==> config.mk <==
export PLATFORM = sky130hd
export DESIGN_NAME = shjm_front
export DESIGN_NICKNAME = d
export VERILOG_FILES = /design/src/rtl/shjm_pkg.sv /design/src/rtl/shjm_front.sv
export SDC_FILE = /design/constraint.sdc
export NUM_CORES = 1
export LEC_CHECK = 0
export CORE_AREA = 2 2 47 49
export DETAILED_ROUTE_END_ITERATION = 8
export DIE_AREA = 0 0 49 51
export DONT_BUFFER_PORTS = 1
export SLEW_MARGIN = 0
export SYNTH_ARGS = -nofsm -noshare
export SYNTH_HDL_FRONTEND = slang
export SYNTH_SLANG_ARGS = --single-unit
==> constraint.sdc <==
create_clock -name vclk -period 1.44
set_clock_uncertainty 0.05 [all_clocks]
set_input_delay 0.288 -clock vclk [all_inputs]
set_output_delay 0.288 -clock vclk [all_outputs]
set_load 0.02 [all_outputs]
==> src/rtl/shjm_pkg.sv <==
// ----------------------------------------------------------------------------
// Sample histogram jitter monitor package
// Widths, command codes, queue entry and result types shared by the block.
// ----------------------------------------------------------------------------
package shjm_pkg;

   localparam int HIST_BINS        = 4096;
   localparam int BIN_AW           = $clog2(HIST_BINS);
   localparam int MAX_SAMPLE_LIMIT = 1024;

   localparam int CNT_W = 11;
   localparam int VAL_W = 12;
   localparam int TS_W  = 32;
   localparam int JIT_W = 36;

   localparam logic [CNT_W-1:0] LIMIT_RESET = 11'd1000;
   localparam logic [VAL_W-1:0] VALUE_MIN_RESET = 12'd4095;

   // One timer tick is 125/10 ns, applied as a multiply by 25 and a halving.
   localparam int TICK_NUM  = 125;
   localparam int TICK_DEN  = 10;
   localparam int JIT_MUL   = (TICK_NUM * 2) / TICK_DEN;
   localparam int JIT_SHIFT = 1;
   localparam int PROD_W    = TS_W + $clog2(JIT_MUL);

   localparam int QUEUE_DEPTH = 2;
   localparam int QPTR_W      = $clog2(QUEUE_DEPTH);
   localparam int QCNT_W      = $clog2(QUEUE_DEPTH + 1);

   localparam int REQ_DATA_W = 56;
   localparam int REQ_USER_W = 2;
   localparam int RSP_DATA_W = 160;

   typedef enum logic [1:0] {
      CMD_SAMPLE = 2'd0,
      CMD_READ   = 2'd1,
      CMD_CLEAR  = 2'd2,
      CMD_NONE   = 2'd3
   } cmd_type;

   typedef enum logic [2:0] {
      ST_SWEEP,
      ST_IDLE,
      ST_EXEC,
      ST_DIFF,
      ST_FINISH
   } state_type;

   typedef struct packed {
      cmd_type           cmd;
      logic [VAL_W-1:0]  value;
      logic [TS_W-1:0]   timestamp;
      logic [BIN_AW-1:0] addr;
      logic              in_range;
   } queue_entry_type;

   typedef struct packed {
      logic              full;
      logic              empty;
   } queue_status_type;

   typedef struct packed {
      logic [CNT_W-1:0]  bin_count;
      logic              sample_accepted;
      logic [CNT_W-1:0]  samples_taken;
      logic              capture_done;
      logic [VAL_W-1:0]  min_sample;
      logic [VAL_W-1:0]  max_sample;
      logic [CNT_W-1:0]  peak_bin_count;
      logic [TS_W-1:0]   min_interval;
      logic [TS_W-1:0]   max_interval;
      logic [JIT_W-1:0]  jitter_ns;
   } rsp_fields_type;

endpackage

==> src/rtl/shjm_front.sv <==
// ----------------------------------------------------------------------------
// Sample histogram jitter monitor front end
// Accepts request transactions, decodes the command and bin address.
// ----------------------------------------------------------------------------
module shjm_front
   import shjm_pkg::*;
(
   input  logic                  req_tvalid,
   output logic                  req_tready,
   input  logic [REQ_DATA_W-1:0] req_tdata,
   input  logic [REQ_USER_W-1:0] req_tuser,
   input  logic                  sweeping,
   input  queue_status_type      q_status,
   output logic                  push,
   output queue_entry_type       push_entry
);

   logic [VAL_W-1:0] sample_value;
   logic [TS_W-1:0]  timestamp;
   logic [VAL_W-1:0] bin_index;
   logic [VAL_W-1:0] sel_index;
   cmd_type          cmd;

   assign sample_value = req_tdata[11:0];
   assign timestamp    = req_tdata[43:12];
   assign bin_index    = req_tdata[55:44];
   assign cmd          = cmd_type'(req_tuser);

   always_comb begin
      case (cmd)
         CMD_READ: sel_index = bin_index;
         default:  sel_index = sample_value;
      endcase
   end

   assign push_entry.cmd       = cmd;
   assign push_entry.value     = sample_value;
   assign push_entry.timestamp = timestamp;
   assign push_entry.addr      = BIN_AW'(sel_index);
   assign push_entry.in_range  = (32'(sel_index) < 32'(HIST_BINS));

   assign req_tready = !q_status.full && !sweeping;
   assign push       = req_tvalid && req_tready;

endmodule

# Word level (Yosys, flattened, before mapping)
# Index checks and enable logic that the tools add are counted.
# word_totals
reg_bits	0
romBits	0
elab_cells	6
out_inout_bits	61
ram_bits	0
mem_count	0
latch_bits	0
inputBits	62
# op_classes
shift	0
mul	0
order_cmp	0
n_mux	1
n_reduce_logical	4
n_div	0
n_bitwise	0
addsub	0
eq_ne	1
# op_table
operator	count
two-way mux 12 bit	1
== test 2 x 1 -> 1 bit, second input constant	1
logical AND 1 bit	2
logical NOT 1 bit	2

# Depth between registers and ports, before layout
# logic_depth
depth_word	3
mapped_depth	3
depth_no_buf	2

# Least setup slack after synthesis
# OpenSTA, ideal clock, no wires.
# synth_path
kind	input -> output
startpoint	input port req_tuser[0]
endpoint	output port push_entry[11] in the netlist's numbering
arrival_time_ns	0.936
setup_slack_ns	0.166
stages	3
n_path_buf	1
required_time_ns	1.102
path_cell_list	nor2b_4 buf_12 mux2_4
# synth_lines
item	line_no	source
start, declared	shjm_front.sv:11	input logic [REQ_USER_W-1:0] req_tuser,
end, declared	shjm_front.sv:15	output queue_entry_type push_entry

==> flow_metrics.tcl <==
set metrics [dict create \
    dp.cells 47 \
    seq_cells 0 \
    status "completed" \
    io-pin-count 123 \
    cts_setup_buffers 0 \
    synthTopCellsByArea "buf_4 (62%), mux2_4 (26%), mux2_2 (3.9%)" \
    power.density_nw_per_um2 409 \
    crit_slowest_cell "mux2_4" \
    fin_crit_sh 0.918 \
    critPathBufInv 1 \
    setup_tns_ns 0 \
    area_delta_synth_final_pct -52.8 \
    crit_chain "nor2b_4 -> buf_4 -> mux2_4" \
    crit_required_ns 1.10 \
    cts_resized 0 \
    ys_seq_area_frac 0 \
    wl_per_cell_um 15.9 \
    grt_max_degree 8 \
    drive_above_1_share 0.842 \
    die_x_um 49 \
    cp-start-kind "input port" \
    grt_pass1_vias 202 \
    num_vias 217 \
    grt_antenna_before_repair 0 \
    drtIter0Drc 0 \
    synth_area_leader_cell "buf_4" \
    diodes 0 \
    crit_fanout 4 \
    hpwl_um 690 \
    p_leak_nw 0.117 \
    register_area_um2 0 \
    maxCapViolations 0 \
    critPathKind "input port to output port" \
    peakVddDrop_uv 61.3 \
    port_buffers 0 \
    cpPeakStageDelay_ns 0.34 \
    gp_congestion 0.481 \
    syn_area_per_cell_um2 8.95 \
    synth_top_area_frac 0.616 \
    final_cells 47 \
    slew_viol_final 0 \
    drc 0 \
    finalPower_uw 111 \
    start_util 0.278 \
    cts_hold_buf 0 \
    die_y_um 51 \
    yosys_warnings 0 \
    cp_top_family "multiplexers" \
    grt_pass1_wl_um 828 \
    ys_types 8 \
    viasPerCell 4.62 \
    wl_um 747 \
    end_kind "output port" \
    syn_area_um2 573 \
    grt_overflow 0 \
    critPathArrivalTime_ns 0.98 \
    hold_path.class "input port to output port" \
    min_period_ns 1.32 \
    finalSetupViolations 0 \
    postRouteAntennaNets 0 \
    syn_inst 64 \
    drtPass1Iterations 1 \
    core.rowCount 17 \
    finalHoldViolCount 0 \
    dieArea_um2 2500 \
    syn_nets 126 \
    fmax_mhz 756 \
    core_area_um2 2060 \
    grt.total_usage 0.0418 \
    clock_buffers 0 \
    rsz0062_at_grt "false" \
    nNetsFinal 83 \
]
## per-stage QoR
step / util / hold slack (ns) / setup slack, ns / instance area (µm²)
floorplan: - / 0.606 / 0.166 / 573
global placement: 0.131 / 0.526 / 0.114 / 270
detailed placement: 0.131 / 0.526 / 0.0950 / 270
CTS: 0.131 / 0.526 / 0.0945 / 270
global route: 0.131 / 0.526 / 0.0791 / 270
finish: 0.131 / 0.526 / 0.118 / 270
## Yosys cell counts
library cell	instances
buf_4	47
conb_1	1
mux2_4	10
nor2_1	1
and2_1	1
buf_12	1
nor2b_4	1
mux2_2	2
## cells in the final DEF (no fill, tap or decap), drive strengths merged
| cell type | instances |
|---|---|
| nor2 | 1 |
| and2 | 1 |
| conb | 1 |
| buf | 3 |
| nor2b | 1 |
| mux2 | 12 |
## layout make-up
class	count	area, µm²
well taps	28	35.0
fillers	240	1790
multi-input cells	16	200
repair buffers	3	35.0
## power breakdown
part / internal [mW] / total (mW) / switching [mW]
Clock: 0 / 0 / 0
Combinational: 0.0512 / 0.111 / 0.0595
Sequential: 0 / 0 / 0
Total: 0.0512 / 0.111 / 0.0595
## routing by layer
layer	vias up	share of wire	global-route usage
met3	8	0.22	0.0322
li1	65	-	-
met2	59	0.53	0.0868
met5	-	0	0
met4	0	0.037	0.0333
met1	85	0.21	0.0193
## logic make-up after synthesis
kind of cell / after synthesis / synth area share
buf+inv: 48 / 0.651
mux: 12 / 0.301
other cells: 1 / 0.00654
simple gates: 3 / 0.0415
## worst paths after layout
path	endpoint	from	depth (start not counted)
setup / recovery	push_entry[11]	req_tuser[0]	3
hold / removal	push_entry[35]	req_tdata[34]	0
Power figures use the tool's default switching activity.
