===== src/rtl/shjm_pkg.sv =====
// ----------------------------------------------------------------------------
// Sample histogram jitter monitor package
// Widths, command codes, queue entry and result types shared by the block.
// ----------------------------------------------------------------------------
package shjm_pkg;

   localparam int HIST_BINS        = 4096;
   localparam int BIN_AW           = $clog2(HIST_BINS);
   localparam int MAX_SAMPLE_LIMIT = 1024;

   localparam int CNT_W = 11;
   localparam int VAL_W = 12;
   localparam int TS_W  = 32;
   localparam int JIT_W = 36;

   localparam logic [CNT_W-1:0] LIMIT_RESET = 11'd1000;
   localparam logic [VAL_W-1:0] VALUE_MIN_RESET = 12'd4095;

   // One timer tick is 125/10 ns, applied as a multiply by 25 and a halving.
   localparam int TICK_NUM  = 125;
   localparam int TICK_DEN  = 10;
   localparam int JIT_MUL   = (TICK_NUM * 2) / TICK_DEN;
   localparam int JIT_SHIFT = 1;
   localparam int PROD_W    = TS_W + $clog2(JIT_MUL);

   localparam int QUEUE_DEPTH = 2;
   localparam int QPTR_W      = $clog2(QUEUE_DEPTH);
   localparam int QCNT_W      = $clog2(QUEUE_DEPTH + 1);

   localparam int REQ_DATA_W = 56;
   localparam int REQ_USER_W = 2;
   localparam int RSP_DATA_W = 160;

   typedef enum logic [1:0] {
      CMD_SAMPLE = 2'd0,
      CMD_READ   = 2'd1,
      CMD_CLEAR  = 2'd2,
      CMD_NONE   = 2'd3
   } cmd_type;

   typedef enum logic [2:0] {
      ST_SWEEP,
      ST_IDLE,
      ST_EXEC,
      ST_DIFF,
      ST_FINISH
   } state_type;

   typedef struct packed {
      cmd_type           cmd;
      logic [VAL_W-1:0]  value;
      logic [TS_W-1:0]   timestamp;
      logic [BIN_AW-1:0] addr;
      logic              in_range;
   } queue_entry_type;

   typedef struct packed {
      logic              full;
      logic              empty;
   } queue_status_type;

   typedef struct packed {
      logic [CNT_W-1:0]  bin_count;
      logic              sample_accepted;
      logic [CNT_W-1:0]  samples_taken;
      logic              capture_done;
      logic [VAL_W-1:0]  min_sample;
      logic [VAL_W-1:0]  max_sample;
      logic [CNT_W-1:0]  peak_bin_count;
      logic [TS_W-1:0]   min_interval;
      logic [TS_W-1:0]   max_interval;
      logic [JIT_W-1:0]  jitter_ns;
   } rsp_fields_type;

endpackage


===== src/rtl/shjm_fifo.sv =====
// ----------------------------------------------------------------------------
// Sample histogram jitter monitor command queue
// Short queue of classified commands between the front and back ends.
// ----------------------------------------------------------------------------
module shjm_fifo
   import shjm_pkg::*;
(
   input  logic             clock,
   input  logic             reset,
   input  logic             push,
   input  queue_entry_type  push_entry,
   input  logic             pop,
   output queue_entry_type  head,
   output queue_status_type status
);

   queue_entry_type   entries_ff [QUEUE_DEPTH];
   logic [QPTR_W-1:0] wr_ptr_ff, wr_ptr_in;
   logic [QPTR_W-1:0] rd_ptr_ff, rd_ptr_in;
   logic [QCNT_W-1:0] count_ff, count_in;

   always_comb begin
      wr_ptr_in = wr_ptr_ff;
      rd_ptr_in = rd_ptr_ff;
      count_in  = count_ff;
      if (push) begin
         wr_ptr_in = (wr_ptr_ff == QPTR_W'(QUEUE_DEPTH - 1)) ? '0 : wr_ptr_ff + QPTR_W'(1);
      end
      if (pop) begin
         rd_ptr_in = (rd_ptr_ff == QPTR_W'(QUEUE_DEPTH - 1)) ? '0 : rd_ptr_ff + QPTR_W'(1);
      end
      if (push && !pop) begin
         count_in = count_ff + QCNT_W'(1);
      end else if (pop && !push) begin
         count_in = count_ff - QCNT_W'(1);
      end
   end

   always_ff @(posedge clock) begin
      if (reset) begin
         wr_ptr_ff <= '0;
         rd_ptr_ff <= '0;
         count_ff  <= '0;
      end else begin
         wr_ptr_ff <= wr_ptr_in;
         rd_ptr_ff <= rd_ptr_in;
         count_ff  <= count_in;
      end
   end

   always_ff @(posedge clock) begin
      if (push) begin
         entries_ff[wr_ptr_ff] <= push_entry;
      end
   end

   assign head         = entries_ff[rd_ptr_ff];
   assign status.full  = (count_ff == QCNT_W'(QUEUE_DEPTH));
   assign status.empty = (count_ff == '0);

endmodule


===== config.mk =====
export PLATFORM = sky130hd
export DESIGN_NAME = shjm_fifo
export DESIGN_NICKNAME = d
export VERILOG_FILES = /design/src/rtl/shjm_pkg.sv /design/src/rtl/shjm_fifo.sv
export SDC_FILE = /design/constraint.sdc
export NUM_CORES = 1
export LEC_CHECK = 0
export ABC_CLOCK_PERIOD_IN_PS = 4300
export BUFFER_PORTS_ARGS = -buffer_cell sky130_fd_sc_hd__buf_2
export CAP_MARGIN = 0
export CORE_ASPECT_RATIO = 1.75
export CORE_MARGIN = 3
export CORE_UTILIZATION = 48
export DETAILED_ROUTE_END_ITERATION = 7
export PLACE_DENSITY = 0.81
export SYNTH_ARGS = -nofsm -noshare
export SYNTH_HDL_FRONTEND = slang
export SYNTH_SLANG_ARGS = --single-unit

===== constraint.sdc =====
create_clock -name clock -period 4.3 [get_ports clock]
set_input_delay 0.86 -clock clock [delete_from_list [all_inputs] [get_ports clock]]
set_output_delay 0.86 -clock clock [all_outputs]
set_load 0.01 [all_outputs]

# Word level (Yosys, flattened, before mapping)
# Memories as Yosys holds them, arrays and structs flattened. A register that Yosys moved wholly into a read port is not among the register bits.
# Cells that the tools add are included.
# word_totals
reg_bits,4
latch_bits,0
mem_bits_rw,118
rom_bits,0
in_bits,63
out_inout_bits,61
wordCells,23
memories,1
# op_classes
n_addsub,4
mul,0
n_div,0
n_lt_le_gt_ge,0
eq_ne,1
shifts,0
n_mux,8
bitwise_logic,0
n_reduce_logical,6
# mem_list
name,words,word_bits,read_ports,rd_ports_with_merged_regs,write_ports,line,rtl
entries_ff,2,59,1,1,1,shjm_fifo.sv:17,queue_entry_type entries_ff [QUEUE_DEPTH];
# op_table
op,count
$mux W1,6
$mux W2,2
$add A1 B1 Y1 const B,2
$add A2 B1 Y2 const B,1
$eq A2 B2 Y1 const B,1
$logic_and A1 B1 Y1,2
$logic_not A1 Y1,2
$logic_not A2 Y1,1
$reduce_bool A2 Y1,1
$sub A2 B1 Y2 const B,1

# Depth between registers and ports, before layout
# depth
depth_word,4
ltp_mapped,5

# Least setup slack after synthesis
# Ideal clock, no wire load.
# synth_path
path_kind,input -> register
start,in push
end,"mem entries_ff[0][0] (netlist name), enable pin"
setup_ns,0.483
t_arrival_ns,3.461
required_time_ns,3.817
setup_slack_ns,0.356
path_stages,1
cell_sequence,nor2b_1
# synth_via
elab_chain_cells,2
# synth_lines
item,line,rtl
from (decl),shjm_fifo.sv:10,"input logic push,"
$mux W1,shjm_fifo.sv:52,if (push) begin
$mux W1 (not written as such),shjm_fifo.sv:53,entries_ff[wr_ptr_ff] <= push_entry;
to (decl),shjm_fifo.sv:17,
# Every way passes these cells.

==> flow_metrics.env <==
export IMPL_run_status="finished, final reports clean"
export IMPL_synth_compound_gate_area_share_pct=0.222
export IMPL_drtPass1Iterations=4
export IMPL_grt_usage_pct=16.5
export IMPL_drive_above_1_share_pct=61.3
export IMPL_synthSimpleGateAreaFrac_pct=0.971
export IMPL_final_cells=479
export IMPL_synth_top_cells_by_count="118 x sky130_fd_sc_hd__edfxtp_1, 49 x sky130_fd_sc_hd__mux2_2, 10 x sky130_fd_sc_hd__mux2_4"
export IMPL_floorplan_die_area_mm2=0.0106
export IMPL_ir_worst_vdd_mv=0.376
export IMPL_crit_required_ns=3.44
export IMPL_arrival_ns=2.25
export IMPL_post_route_drc_count=0
export IMPL_routedWlPerCell_um=17.1
export IMPL_yosys_cell_types_count=17
export IMPL_wirelength_um=8180
export IMPL_grt_setup_unrepaired="false"
export IMPL_die_y_um=134
export IMPL_layout_nets=410
export IMPL_yosysMostFrequentCell="sky130_fd_sc_hd__edfxtp_1"
export IMPL_clk_path_buf_depth=2
export IMPL_globalRoute_totalOverflow=0
export IMPL_worst_setup_path_end_kind="primary output"
export IMPL_port_buffers=123
export IMPL_p_leak_nw=2.25
export IMPL_criticalPathCategory="flop to primary output"
export IMPL_worst_path_max_delay_cell="sky130_fd_sc_hd__dfxtp_2"
export IMPL_totalNegativeSetupSlack_ns=0
export IMPL_vias_in_the_first_global_route=2553
export IMPL_slew_limit_headroom_pct=31.8
export IMPL_dominant_combinational_cell_family_by_area_after_synthesis="multiplexers"
export IMPL_cts_hold_buf=0
export IMPL_ys_warnings_count=0
export IMPL_syn_avg_cell_area_um2=21.9
export IMPL_tritoncts_num_sinks=123
export IMPL_min_period_over_period_pct=72.4
export IMPL_max_freq_ghz=0.321
export IMPL_count_of_inserted_antenna_diode_cells=0
export IMPL_cpPeakStageDelay_ns=1.00
export IMPL_synth_xor_area_share_pct=0.777
export IMPL_globalplace_congestion=0.723
export IMPL_power_mw=3.06
export IMPL_number_of_flops_mapped_to_enable_cells_by_yosys=118
export IMPL_setup_viol=0
export IMPL_ios=124
export IMPL_maximum_fanout_encountered_on_the_critical_timing_path=41
export IMPL_mappedNetlistNets=270
export IMPL_fillCellCount=662
export IMPL_finalClockSkew_ns=0.00940
export IMPL_detail_route_antenna_nets=0
export IMPL_cts_root_buf="sky130_fd_sc_hd__clkbuf_16"
export IMPL_detailed_place_area_mm2=0.00526
export IMPL_synth_largest_area_cell="sky130_fd_sc_hd__edfxtp_1"
export IMPL_whs_ns=0.514
export IMPL_grt_pass1_wl_um=12600
export IMPL_cts_buffers=17
export IMPL_synth_top_cells_by_area="sky130_fd_sc_hd__edfxtp_1 79%, sky130_fd_sc_hd__mux2_2 12%, sky130_fd_sc_hd__mux2_4 3.3%, sky130_fd_sc_hd__dfxtp_1 2.2%, sky130_fd_sc_hd__buf_6 0.50%"
export IMPL_synth_yosys_seq_area_share_pct=80.8
export IMPL_insertion_delay_ns=0.40
export IMPL_hold_path_class="flop to flop"
export IMPL_post_synth_inst_count=206
export IMPL_synth_cell_area_mm2=0.00451
export IMPL_dp_cells=447
export IMPL_multiplexer_share_of_the_synthesized_area_pct=15.6
export IMPL_placement_rows=46
export IMPL_vias=2340
export IMPL_synthToLayoutAreaGrowth_pct=29.6
export IMPL_path_clk_slew_ns=0.05
export IMPL_cap_violations=0
export IMPL_synth_async_reset_ratio_pct=0
export IMPL_finalWorstPathRequiredPeriod_ns=3.11
export IMPL_finalInstanceArea_mm2=0.00584
export IMPL_ys_seq_elements=123
export IMPL_cts_setup_buffers=0
export IMPL_grt_max_degree=42
export IMPL_synth_fa_ha_area_share_pct=0.278
export IMPL_die_width_um=79.3
export IMPL_cts_htree_levels=4
export IMPL_starting_density_pct=49.6
export IMPL_initial_antenna_violation_count=2
export IMPL_routed_via_density=4.89
export IMPL_detailedPlacementHpwl_um=5710
export IMPL_clock_tree_from_tritoncts="yes"
export IMPL_synth_ff_type="sky130_fd_sc_hd__edfxtp_1"
export IMPL_worst_slew_pin_transition_ns=1.02
export IMPL_timing_final_max_slew_violations=0
export IMPL_cp_start_kind="flop"
export IMPL_cp_cell_sequence="buf_4 > mux2_2 > buf_2"
export IMPL_p_per_area_mw_per_mm2=524
export IMPL_core_region_area_mm2=0.00909
export IMPL_timing_final_hold_violations=0
export IMPL_cts_repair_resized=0
export IMPL_detail_route_iter0_violations=130
export IMPL_synth_top_cell_area_share_pct=78.6
## flip-flops by register name, summed over array words and instances (netlist names), named ones only
signal / flops
wr_ptr_ff: 1
entries_ff: 118
rd_ptr_ff: 1
count_ff: 2
## worst max-delay path, delay by kind of cell (launching register included)
kind,cells,cell delay (ns)
DFF,1,1.00
muxes,1,0.35
buffers and inverters,2,0.48
## power by group
| group | total (mW) | leakage, nW | switching (mW) | internal [mW] |
|---|---|---|---|---|
| sequential | 1.44 | 1.15 | 0.0361 | 1.40 |
| combinational | 0.279 | 0.824 | 0.137 | 0.142 |
| clock | 1.35 | 0.279 | 0.469 | 0.880 |
## worst paths after layout
path,start,endpoint,slack (ns),cells past startpoint
worst min register to register,count_ff[1],count_ff[1],0.51,2
worst max register to register,wr_ptr_ff,entries_ff[1][36],2.38,2
worst min-delay path,count_ff[1],count_ff[1],0.51,2
worst max-delay path,flop,head[42],1.19,3
## cell usage in the layout, fill, tap and decap left out, drive strengths merged
master      n
edfxtp    118
or3         1
clkinvlp    3
mux2       59
nor2        5
o21ai       1
a21oi       1
clkinv      5
clkbuf     21
dfxtp       5
bufinv      2
ha          1
inv         2
and2        1
nor2b       2
xnor2       2
buf       128
xor2        2
## layout make-up
cell class                 instances  area, µm²  share of cell area, %
timing repair buffer             128        653                   11.2
clock inverter                    11        120                   2.06
inverter                           1       3.75                 0.0642
clock buffer                      21        460                   7.88
tap                              120        150                   2.57
sequential                       123       3640                   62.4
multi-input combinational         75        812                   13.9
## cells by family after synthesis
group	Yosys count
flip-flops	123
AO/OA/AOI/OAI	2
adder cells (fa/ha/maj)	1
XOR/XNOR	4
multiplexers	59
AND/OR/NAND/NOR	9
buffers and inverters	8
## routing by layer
metal	GRT usage, %	part of all wire (%)	up-vias
met1	14.9	32	1135
met2	29.6	58	88
li1	-	-	1088
met4	9.94	3.7	4
met5	0	0.33	-
met3	6.85	5.9	25
## metrics by stage
stage / util (%) / setup slack (ns)
2_1_floorplan: - / 0.356
3_3_place_gp: 57.9 / 1.60
3_5_place_dp: 57.9 / 1.56
4_1_cts: 64.3 / 1.12
5_1_grt: 64.3 / 1.03
6_report: 64.3 / 1.19
(Power assumes the default switching activity.)
